File: config.mk
export PLATFORM = sky130hd
export DESIGN_NAME = uctd_scale
export DESIGN_NICKNAME = d
export VERILOG_FILES = /design/src/design/usage_counter_table_with_decay_assert.svh /design/src/design/uctd_scale.sv
export SDC_FILE = /design/constraint.sdc
export NUM_CORES = 1
export LEC_CHECK = 0
export BUFFER_PORTS_ARGS = -buffer_cell sky130_fd_sc_hd__buf_2
export CORE_AREA = 2 2 168 170
export CTS_BUF_LIST = sky130_fd_sc_hd__clkbuf_4 sky130_fd_sc_hd__clkbuf_8
export CTS_CLUSTER_SIZE = 8
export DETAILED_ROUTE_END_ITERATION = 8
export DIE_AREA = 0 0 170 172
export GPL_TIMING_DRIVEN = 0
export HOLD_SLACK_MARGIN = 0.15
export PLACE_DENSITY = 0.83
export SLEW_MARGIN = 15
export SYNTH_ARGS = -nofsm -noshare
export SYNTH_HDL_FRONTEND = slang
export SYNTH_SLANG_ARGS = --single-unit
export TNS_END_PERCENT = 1
File: constraint.sdc
create_clock -name clk_i -period 8.82 [get_ports clk_i]
set_input_delay 1.764 -clock clk_i [delete_from_list [all_inputs] [get_ports clk_i]]
set_output_delay 1.764 -clock clk_i [all_outputs]
set_load 0.01 [all_outputs]
File: src/design/usage_counter_table_with_decay_assert.svh
// Assertion macros for the usage counter table.
// Used by the top level only.
`ifndef USAGE_COUNTER_TABLE_WITH_DECAY_ASSERT_SVH
`define USAGE_COUNTER_TABLE_WITH_DECAY_ASSERT_SVH
`define UCT_ASSERT(lbl, clk, rstn, prop, msg) \
  lbl: assert property (@(posedge clk) disable iff (!rstn) prop) else $error(msg);
`define UCT_ASSERT_RST(lbl, clk, prop, msg) \
  lbl: assert property (@(posedge clk) prop) else $error(msg);
`endif

File: src/design/uctd_scale.sv
// Decay multiplier: registered 32x17 product, shift and saturate.
// No dependencies.
module uctd_scale (
  input  logic        clk_i,
  input  logic [31:0] count_i,
  input  logic [16:0] factor_i,
  output logic [31:0] scaled_o
);
  logic [48:0] prod_q;
  always_ff @(posedge clk_i) begin
    prod_q <= {17'd0, count_i} * {32'd0, factor_i};
  end
  assign scaled_o = (prod_q[48] != 1'b0) ? 32'hFFFF_FFFF : prod_q[47:16];
endmodule

==> impl_metrics.yaml, run 1 <==
setup_path:
  crit_chain: "buf_2 -> clkbuf_1 -> nand2_1 -> fa_1 -> fa_1 -> fa_1 -> inv_1 -> fa_1 -> fa_1 -> inv_1 -> fa_1 -> inv_1 -> ha_1 -> a21oi_2 -> o21ai_0 -> or2_0 -> a311oi_2 -> o21ai_2 -> a221oi_2 -> nor2_1 -> o21ai_1 -> xnor2_1"
  slowest_stage: "clkbuf_1"
  crit_fanout: 10
  crit_path_end_kind: "register"
  cpPeakStageDelay_ps: 650
  crit_type: "input port to register"
  arrival_ps: 8850
  crit_path_start_kind: "input port"
  cpMostUsedCell: "fa_1"
  cp.required_ps: 9080
yosys:
  syn_area_mm2: 0.0176
  yosysSeqAreaShare_pct: 3.75
  synth_warnings: 0
  ys_types: 54
  ys_top_cells_by_area: "fa_1, inv_1, ha_1"
  avgSynthCellArea_um2: 8.84
  synth-xor-area-share_pct: 1.74
  synthMuxAreaShare_pct: 0
  synth_edf_count: 0
  synth.top_cell.area_share_pct: 50.7
  synthAdderAreaFrac_pct: 59.3
  syn_nets: 2612
  ys_ff_latch: 33
  yosys.area.top_type: "fa_1"
  ys_async_sr_fraction_pct: 0
  synth_compound_area_share_pct: 4.90
  synth_top_family_by_area: "adder cells"
  netlist_instances: 1994
  synthFlopType: "dfxtp_1"
  synth_simple_gate_area_share_pct: 17.8
global_routing:
  track_usage_pct: 36.7
  use_met1_pct: 42.6
  top_usage_layer: "met2"
  grt_pass1_vias: 15100
  use_met3_pct: 8.45
  gr-usage-met2_pct: 61.3
  antenna_found_initial: 4
  grt_pass1_wl_um: 79800
  overflow: 0
  grt_start_max_net_pins: 13
cts:
  numCtsBuffers: 5
  clk_pin_slew_ps: 90
  clockBufferDepth: 2
  cts_sinks: 33
  root_buffer: "clkbuf_8"
  cts_htree_levels: 2
  cts_tree: "built"
sta:
  rsz0062_at_grt: "no"
  slew_headroom_pct: 31.4
  min_period_ps: 8590
  fin_setup_tns_ps: 0
  max_freq_ghz: 0.116
  maxSlewViolCount: 0
  finalCritPeriodShare_pct: 97.4
  setup_viol: 0
  worst_slew_pin_slew_ps: 1030
  finalHoldViolCount: 0
final_layout:
  top_regs: "prod_q (33)"
  max_flop_register: "prod_q"
  largest_reg_flops: 33
  drive_gt1_share_pct: 6.73
  num-nets-final: 2698
  syn_to_final_growth_pct: 5.37
  mostFrequentLayoutCell: "inv_1"
  most-common-layout-cells: "inv_1, fa_1, nand2_1, and2_1, ha_1"
die:
  fp-row-count: 61
  ios: 82
  dieArea_mm2: 0.0292
  die_h_um: 172
  dieWidth_um: 170
  initial_core_util_pct: 64.2
  coreArea_mm2: 0.0275
drt:
  detail_route.wl_per_cell_um: 20.6
  drt-initial-drc-count: 997
  route.detailed.drc: 0
  via_per_inst: 5.72
  vias: 13883
  drt_pass1_iterations: 7
  drt-total-wl_um: 50000
  antenna_left: 0
job:
  drv_cap: 0
hold_path:
  hp-class: "input port to register"
placed_design:
  dp.final_hpwl_um: 42200
  numPortBuffers: 79
  gp_congestion: 1.03
run_status:
  status: "complete, no violations"
==> stage by stage <==
step | utilization [%] | std cells | hold slack, ps | cell area [um^2] | worst slack [ps]
detailed placement | 67.2 | 2419 | 2240 | 18500 | 60.6
finish | 67.6 | 2428 | 2510 | 18600 | 228
floorplan | - | 1994 | 2150 | 17600 | 1440
global placement | 67.2 | 2419 | 2240 | 18500 | 68.4
global route | 67.6 | 2427 | 2580 | 18600 | 8.86
CTS | 67.6 | 2427 | 2510 | 18600 | 367
==> cell type report <==
| class | count | area, um^2 |
|---|---|---|
| multi-input cells | 1377 | 14800 |
| fillers | 2247 | 8890 |
| inverters | 493 | 1850 |
| flip-flops and latches | 33 | 661 |
| well taps | 346 | 433 |
| repair buffers | 79 | 395 |
| plain buffers | 91 | 344 |
| clock buffers | 5 | 68.8 |
| clock inverters | 3 | 46.3 |
| diodes | 1 | 2.50 |
==> worst max-delay path: cells and delay by family <==
kind	cells	cell delay, ps
AOI/OAI and AO/OA	6	1930
adders and majority gates	7	3430
and+or+nand+nor	3	660
buffers and inverters	5	910
xor gates and xnor gates	1	140
==> synthesized netlist by cell type, drive strengths merged (2+ instances only) <==
| cell | number |
|---|---|
| or3 | 2 |
| dfxtp | 33 |
| nand2b | 2 |
| a21oi | 45 |
| a21o | 16 |
| nand4 | 7 |
| or2 | 35 |
| xor2 | 14 |
| a31oi | 3 |
| nor2b | 5 |
| xnor2 | 21 |
| o21ai | 24 |
| clkbuf | 91 |
| ha | 121 |
| o21bai | 7 |
| fa | 447 |
| nor2 | 17 |
| a211oi | 4 |
| a221oi | 3 |
| and3 | 7 |
| and2 | 212 |
| nor3 | 3 |
| o21a | 4 |
| a41oi | 3 |
| inv | 493 |
| nand2 | 355 |
| nand3 | 3 |
==> cells by family (layout without fill, tap and decap cells) <==
kind of cell | after synthesis | after routing
and+or+nand+nor | 652 | 652
buffers and inverters | 584 | 671
adders and majority gates | 568 | 568
AOI/OAI and AO/OA | 122 | 122
xor gates and xnor gates | 35 | 35
DFF | 33 | 33
other | 0 | 1
==> routing by layer <==
layer,part of all wire [%],vias up
li1,-,5916
met1,35,6922
met2,48,758
met3,9.6,283
met4,8.0,4
met5,0.046,-
==> path summary, 6_finish.rpt <==
check	cells after the start	startpoint	slack [ps]	end
setup / recovery	22	factor_i[2]	230	prod_q[47]
hold / removal	7	count_i[30]	2510	prod_q[48]
==> repair_timing <==
action | CTS | global route
resized for setup | 0 | 2
buffers inserted | 0 | 0
hold buffers | 0 | 0
endpoints found under the hold margin | 0 | 0
endpoints found under the setup margin | 0 | 2
Power of run 1 is not shown: default switching activity piles up to over one toggle a cycle in this logic, so the estimate is an artifact.
==> run 2: changes to the inputs <==
--- a/config.mk
+++ b/config.mk
@@ -6,11 +6,11 @@
 export NUM_CORES = 1
 export LEC_CHECK = 0
 export BUFFER_PORTS_ARGS = -buffer_cell sky130_fd_sc_hd__buf_2
-export CORE_AREA = 2 2 168 170
+export CORE_AREA = 3 3 169 171
 export CTS_BUF_LIST = sky130_fd_sc_hd__clkbuf_4 sky130_fd_sc_hd__clkbuf_8
 export CTS_CLUSTER_SIZE = 8
 export DETAILED_ROUTE_END_ITERATION = 8
-export DIE_AREA = 0 0 170 172
+export DIE_AREA = 0 0 172 174
 export GPL_TIMING_DRIVEN = 0
 export HOLD_SLACK_MARGIN = 0.15
 export PLACE_DENSITY = 0.83
==> run 2 against run 1 <==
Net effect:
- flip-flop and latch count did not move
- critical path depth did not move
- via count fell by 1.2%
- worst setup slack improved by 2.8 ps
- non-clock buffer count did not move
- cell count fell by 0.25%
- critical path type unchanged
==> impl_metrics.yaml, run 2 (synthesis gave the netlist of run 1 again) <==
drt:
  drt_pass1_iterations: 5
  wl_met2_um: 23900
  antenna_left: 0
  drt-initial-drc-count: 957
  via_per_inst: 5.66
  routedLengthMet1_um: 17800
  dr_wl_met3_um: 4590
  top_layer_used: "met5"
  route.detailed.drc: 0
  vias: 13715
  drt-total-wl_um: 50300
  detail_route.wl_per_cell_um: 20.7
die:
  ios: 82
  initial_core_util_pct: 65.3
  coreArea_mm2: 0.0270
  dieArea_mm2: 0.0299
  die_h_um: 174
  fp-row-count: 60
  dieWidth_um: 172
sta:
  min_period_ps: 8590
  slew_headroom_pct: 32.0
  max_freq_ghz: 0.116
  maxSlewViolCount: 0
  setup_viol: 0
  rsz0062_at_grt: "no"
  finalHoldViolCount: 0
  worst_hold_slack_ps: 2500
  worst_slew_pin_slew_ps: 1020
  finalCritPeriodShare_pct: 97.4
  worst_slack_ps: 230
global_routing:
  overflow: 0
  track_usage_pct: 35.4
  grt_pass1_wl_um: 80200
  grt_pass1_vias: 15136
  antenna_found_initial: 2
  grt_start_max_net_pins: 12
final_layout:
  multiInputGateArea_mm2: 0.0148
  most-common-layout-cells: "inv_1, fa_1, nand2_1, and2_1, ha_1"
  n_antenna_cell: 0
  mostFrequentLayoutCell: "inv_1"
  fillers: 2186
  drive_gt1_share_pct: 6.73
  top_regs: "prod_q (33)"
  num-nets-final: 2698
  fin_cells: 2422
  seqCellArea_um2: 661
  syn_to_final_growth_pct: 5.35
  fin_area_mm2: 0.0186
  largest_reg_flops: 33
  max_flop_register: "prod_q"
setup_path:
  crit_path_start_kind: "input port"
  cp.required_ps: 9080
  arrival_ps: 8840
  crit_fanout: 10
  crit_type: "input port to register"
  crit_path_end_kind: "register"
placed_design:
  dp.final_hpwl_um: 42400
  place_inst: 2414
  gp_congestion: 0.971
  numPortBuffers: 79
  place_area_mm2: 0.0185
  post-place-ws_ps: -34.3
run_status:
  status: "complete, no violations"
cts:
  root_buffer: "clkbuf_8"
  cts_tree: "built"
  clockBufferDepth: 2
  cts_htree_levels: 2
  cts_sinks: 33
  numCtsBuffers: 5
  postCtsHoldBufs: 0
  clk_pin_slew_ps: 90
hold_path:
  hold_depth: 7
  hp-class: "input port to register"
job:
  drv_cap: 0
[run 2: changes by cell type in the layout (fill, tap and decap cells not counted), sizes merged]
cell / previous run / this run
clkbuf: 96 / 97
clkinv: 1 / 0
diode: 1 / 0
[run 2: path summary, 6_finish.rpt]
check,start,endpoint
max,factor_i[2],prod_q[47]
min,count_i[30],prod_q[48]
[run 2: routing by layer]
layer / global-route usage, % / vias to the layer above
met5: 0 / -
li1: - / 5907
met2: 57.9 / 730
met4: 21.0 / 2
met3: 6.62 / 239
met1: 43.8 / 6837
[run 2: critical path: stages]
cell	delay, ps
buf_2	140
clkbuf_1	670
nand2_1	200
fa_1	550
fa_1	460
fa_1	560
inv_1	60
fa_1	510
fa_1	500
inv_1	50
fa_1	470
inv_1	40
ha_1	350
a21oi_2	180
o21ai_0	330
or2_0	350
a311oi_2	560
o21ai_2	240
a221oi_2	400
nor2_1	110
o21ai_1	190
xnor2_1	150
[run 2: cell type report]
cell class | instances | share of cell area [%]
clock buffers | 6 | 0.445
multi-input cells | 1377 | 79.6
plain buffers | 91 | 1.85
inverters | 493 | 9.96
clock inverters | 2 | 0.202
flip-flops and latches | 33 | 3.56
well taps | 341 | 2.30
repair buffers | 79 | 2.13
[run 2: timing repair]
item / in CTS / in global routing
resized for setup: 0 / 2
setup buffers: 0 / 0
endpoints found under the setup margin: 0 / 2
[run 2: stage by stage]
stage	util (%)	TNS [ps]
floorplan	-	0
global placement	68.3	-4.98
detailed placement	68.3	-34.5
CTS	68.7	0
global route	68.7	0
finish	68.7	0
Power of run 2 is left out for the same reason.
==> run 3: changes to the inputs <==
--- a/config.mk
+++ b/config.mk
@@ -14,6 +14,7 @@
 export GPL_TIMING_DRIVEN = 0
 export HOLD_SLACK_MARGIN = 0.15
 export PLACE_DENSITY = 0.83
+export SETUP_SLACK_MARGIN = 0.4
 export SLEW_MARGIN = 15
 export SYNTH_ARGS = -nofsm -noshare
 export SYNTH_HDL_FRONTEND = slang
==> run 3 against run 2 <==
Net effect:
- worst hold slack lost 4.7 ps
- critical path depth shrank 2
- via count grew 0.40%
- flip-flop and latch count is the same
- non-clock buffer count is the same
- largest cell class unchanged
- highest routed layer is now met4
==> impl_metrics.yaml, run 3 (synthesis gave the netlist of run 1 again) <==
die:
  coreArea_mm2: 0.0270
  initial_core_util_pct: 65.3
  dieWidth_um: 172
  dieArea_mm2: 0.0299
  fp-row-count: 60
  die_h_um: 174
  ios: 82
setup_path:
  crit_path_end_kind: "register"
  arrival_ps: 8540
  crit_family: "adder cells"
  cp_num_buf_inv: 5
  cpPeakStageDelay_ps: 550
  slowest_stage: "fa_1"
  cp.required_ps: 9050
  crit_type: "input port to register"
  cpMostUsedCell: "fa_1"
  crit_chain: "buf_2 -> clkbuf_1 -> nand2_1 -> fa_1 -> fa_1 -> fa_1 -> inv_1 -> fa_1 -> fa_1 -> inv_1 -> fa_1 -> inv_1 -> ha_1 -> nand4_1 -> nor3_1 -> o2111ai_1 -> a31o_2 -> a41oi_2 -> a41oi_2 -> xnor2_1"
  crit_path_start_kind: "input port"
  crit_fanout: 10
placed_design:
  numPortBuffers: 79
  dp.final_hpwl_um: 42400
  gp_congestion: 0.971
sta:
  setup_viol: 0
  slew_headroom_pct: 33.5
  maxSlewViolCount: 0
  rsz0062_at_grt: "yes"
  worst_slew_pin_slew_ps: 997
  worst_hold_slack_ps: 2500
  finalHoldViolCount: 0
  min_period_ps: 8310
  max_freq_ghz: 0.120
  finalCritPeriodShare_pct: 94.2
cts:
  cts_sinks: 33
  cts_setup_buffers: 0
  cts_tree: "built"
  clockBufferDepth: 2
  root_buffer: "clkbuf_8"
  numCtsBuffers: 5
  cts_htree_levels: 2
  clk_pin_slew_ps: 80
drt:
  detail_route.wl_per_cell_um: 20.8
  route.detailed.drc: 0
  drt-total-wl_um: 50400
  vias: 13770
  via_per_inst: 5.69
  drt_pass1_iterations: 6
  drt-initial-drc-count: 1069
  antenna_left: 0
final_layout:
  multiInputGateArea_mm2: 0.0148
  syn_to_final_growth_pct: 5.58
  num-nets-final: 2698
  n_antenna_cell: 0
  seqCellArea_um2: 661
  drive_gt1_share_pct: 7.88
  top_regs: "prod_q (33)"
  most-common-layout-cells: "inv_1, fa_1, nand2_1, and2_1, ha_1"
  mostFrequentLayoutCell: "inv_1"
  fillers: 2179
  largest_reg_flops: 33
  max_flop_register: "prod_q"
hold_path:
  hold_path_end: "prod_q[48]"
  hold_start: "count_i[30]"
  hp-class: "input port to register"
  hold_depth: 7
global_routing:
  antenna_found_initial: 1
  overflow: 0
  track_usage_pct: 35.4
  grt_pass1_vias: 15156
  grt_start_max_net_pins: 12
  grt_pass1_wl_um: 80200
run_status:
  status: "complete, no violations"
job:
  drv_cap: 0
-- run 3: changes by cell type in the layout (fill, tap and decap cells not counted), sizes merged --
cell,before,now
clkbuf,97,95
buf,79,81
-- run 3: through the flow --
step | cell area (um^2) | setup TNS (ps) | instances | worst slack [ps] | utilization [%]
after floorplan | 17600 | 0 | 1994 | 1440 | -
final | 18600 | 0 | 2422 | 509 | 68.9
after global routing | 18600 | 0 | 2422 | 376 | 68.9
after global placement | 18500 | -4.98 | 2414 | -4.98 | 68.3
after detailed placement | 18500 | -34.5 | 2414 | -34.3 | 68.3
after CTS | 18600 | 0 | 2422 | 405 | 68.8
-- run 3: what timing repair did --
action / 4_1_cts / 5_1_grt
setup endpoints to repair: 3 / 7
hold buffers: 0 / 0
gates resized for setup: 3 / 51
pin swaps: 0 / 0
-- run 3: worst max path at each step --
| stage | cells past startpoint | to | from | slack, ps |
|---|---|---|---|---|
| CTS | 23 | prod_q[47] | factor_i[6] | 400 |
| global route | 22 | prod_q[47] | factor_i[9] | 380 |
| floorplan | 22 | prod_q[43] | count_i[28] | 1440 |
| finish | 20 | prod_q[48] | count_i[24] | 510 |
| detailed placement | 22 | prod_q[47] | count_i[28] | -30 |
| global placement | 22 | prod_q[47] | count_i[28] | -5 |
-- run 3: layout make-up --
cell class                      count  share of cell area (%)
Sequential cell                    33                    3.55
Timing Repair Buffer               79                    2.12
Clock inverter                      2                   0.202
Buffer                             91                    2.01
Clock buffer                        6                   0.444
Inverter                          493                    9.94
Multi-Input combinational cell   1377                    79.4
Tap cell                          341                    2.29
-- run 3: routing by layer --
| layer | track usage [%] | routed length [um] |
|---|---|---|
| met1 | 43.6 | 17400 |
| met2 | 57.8 | 23900 |
| met3 | 6.98 | 5160 |
| met4 | 21.2 | 3940 |
| met5 | 0 | 0 |
Power of run 3 is left out for the same reason.
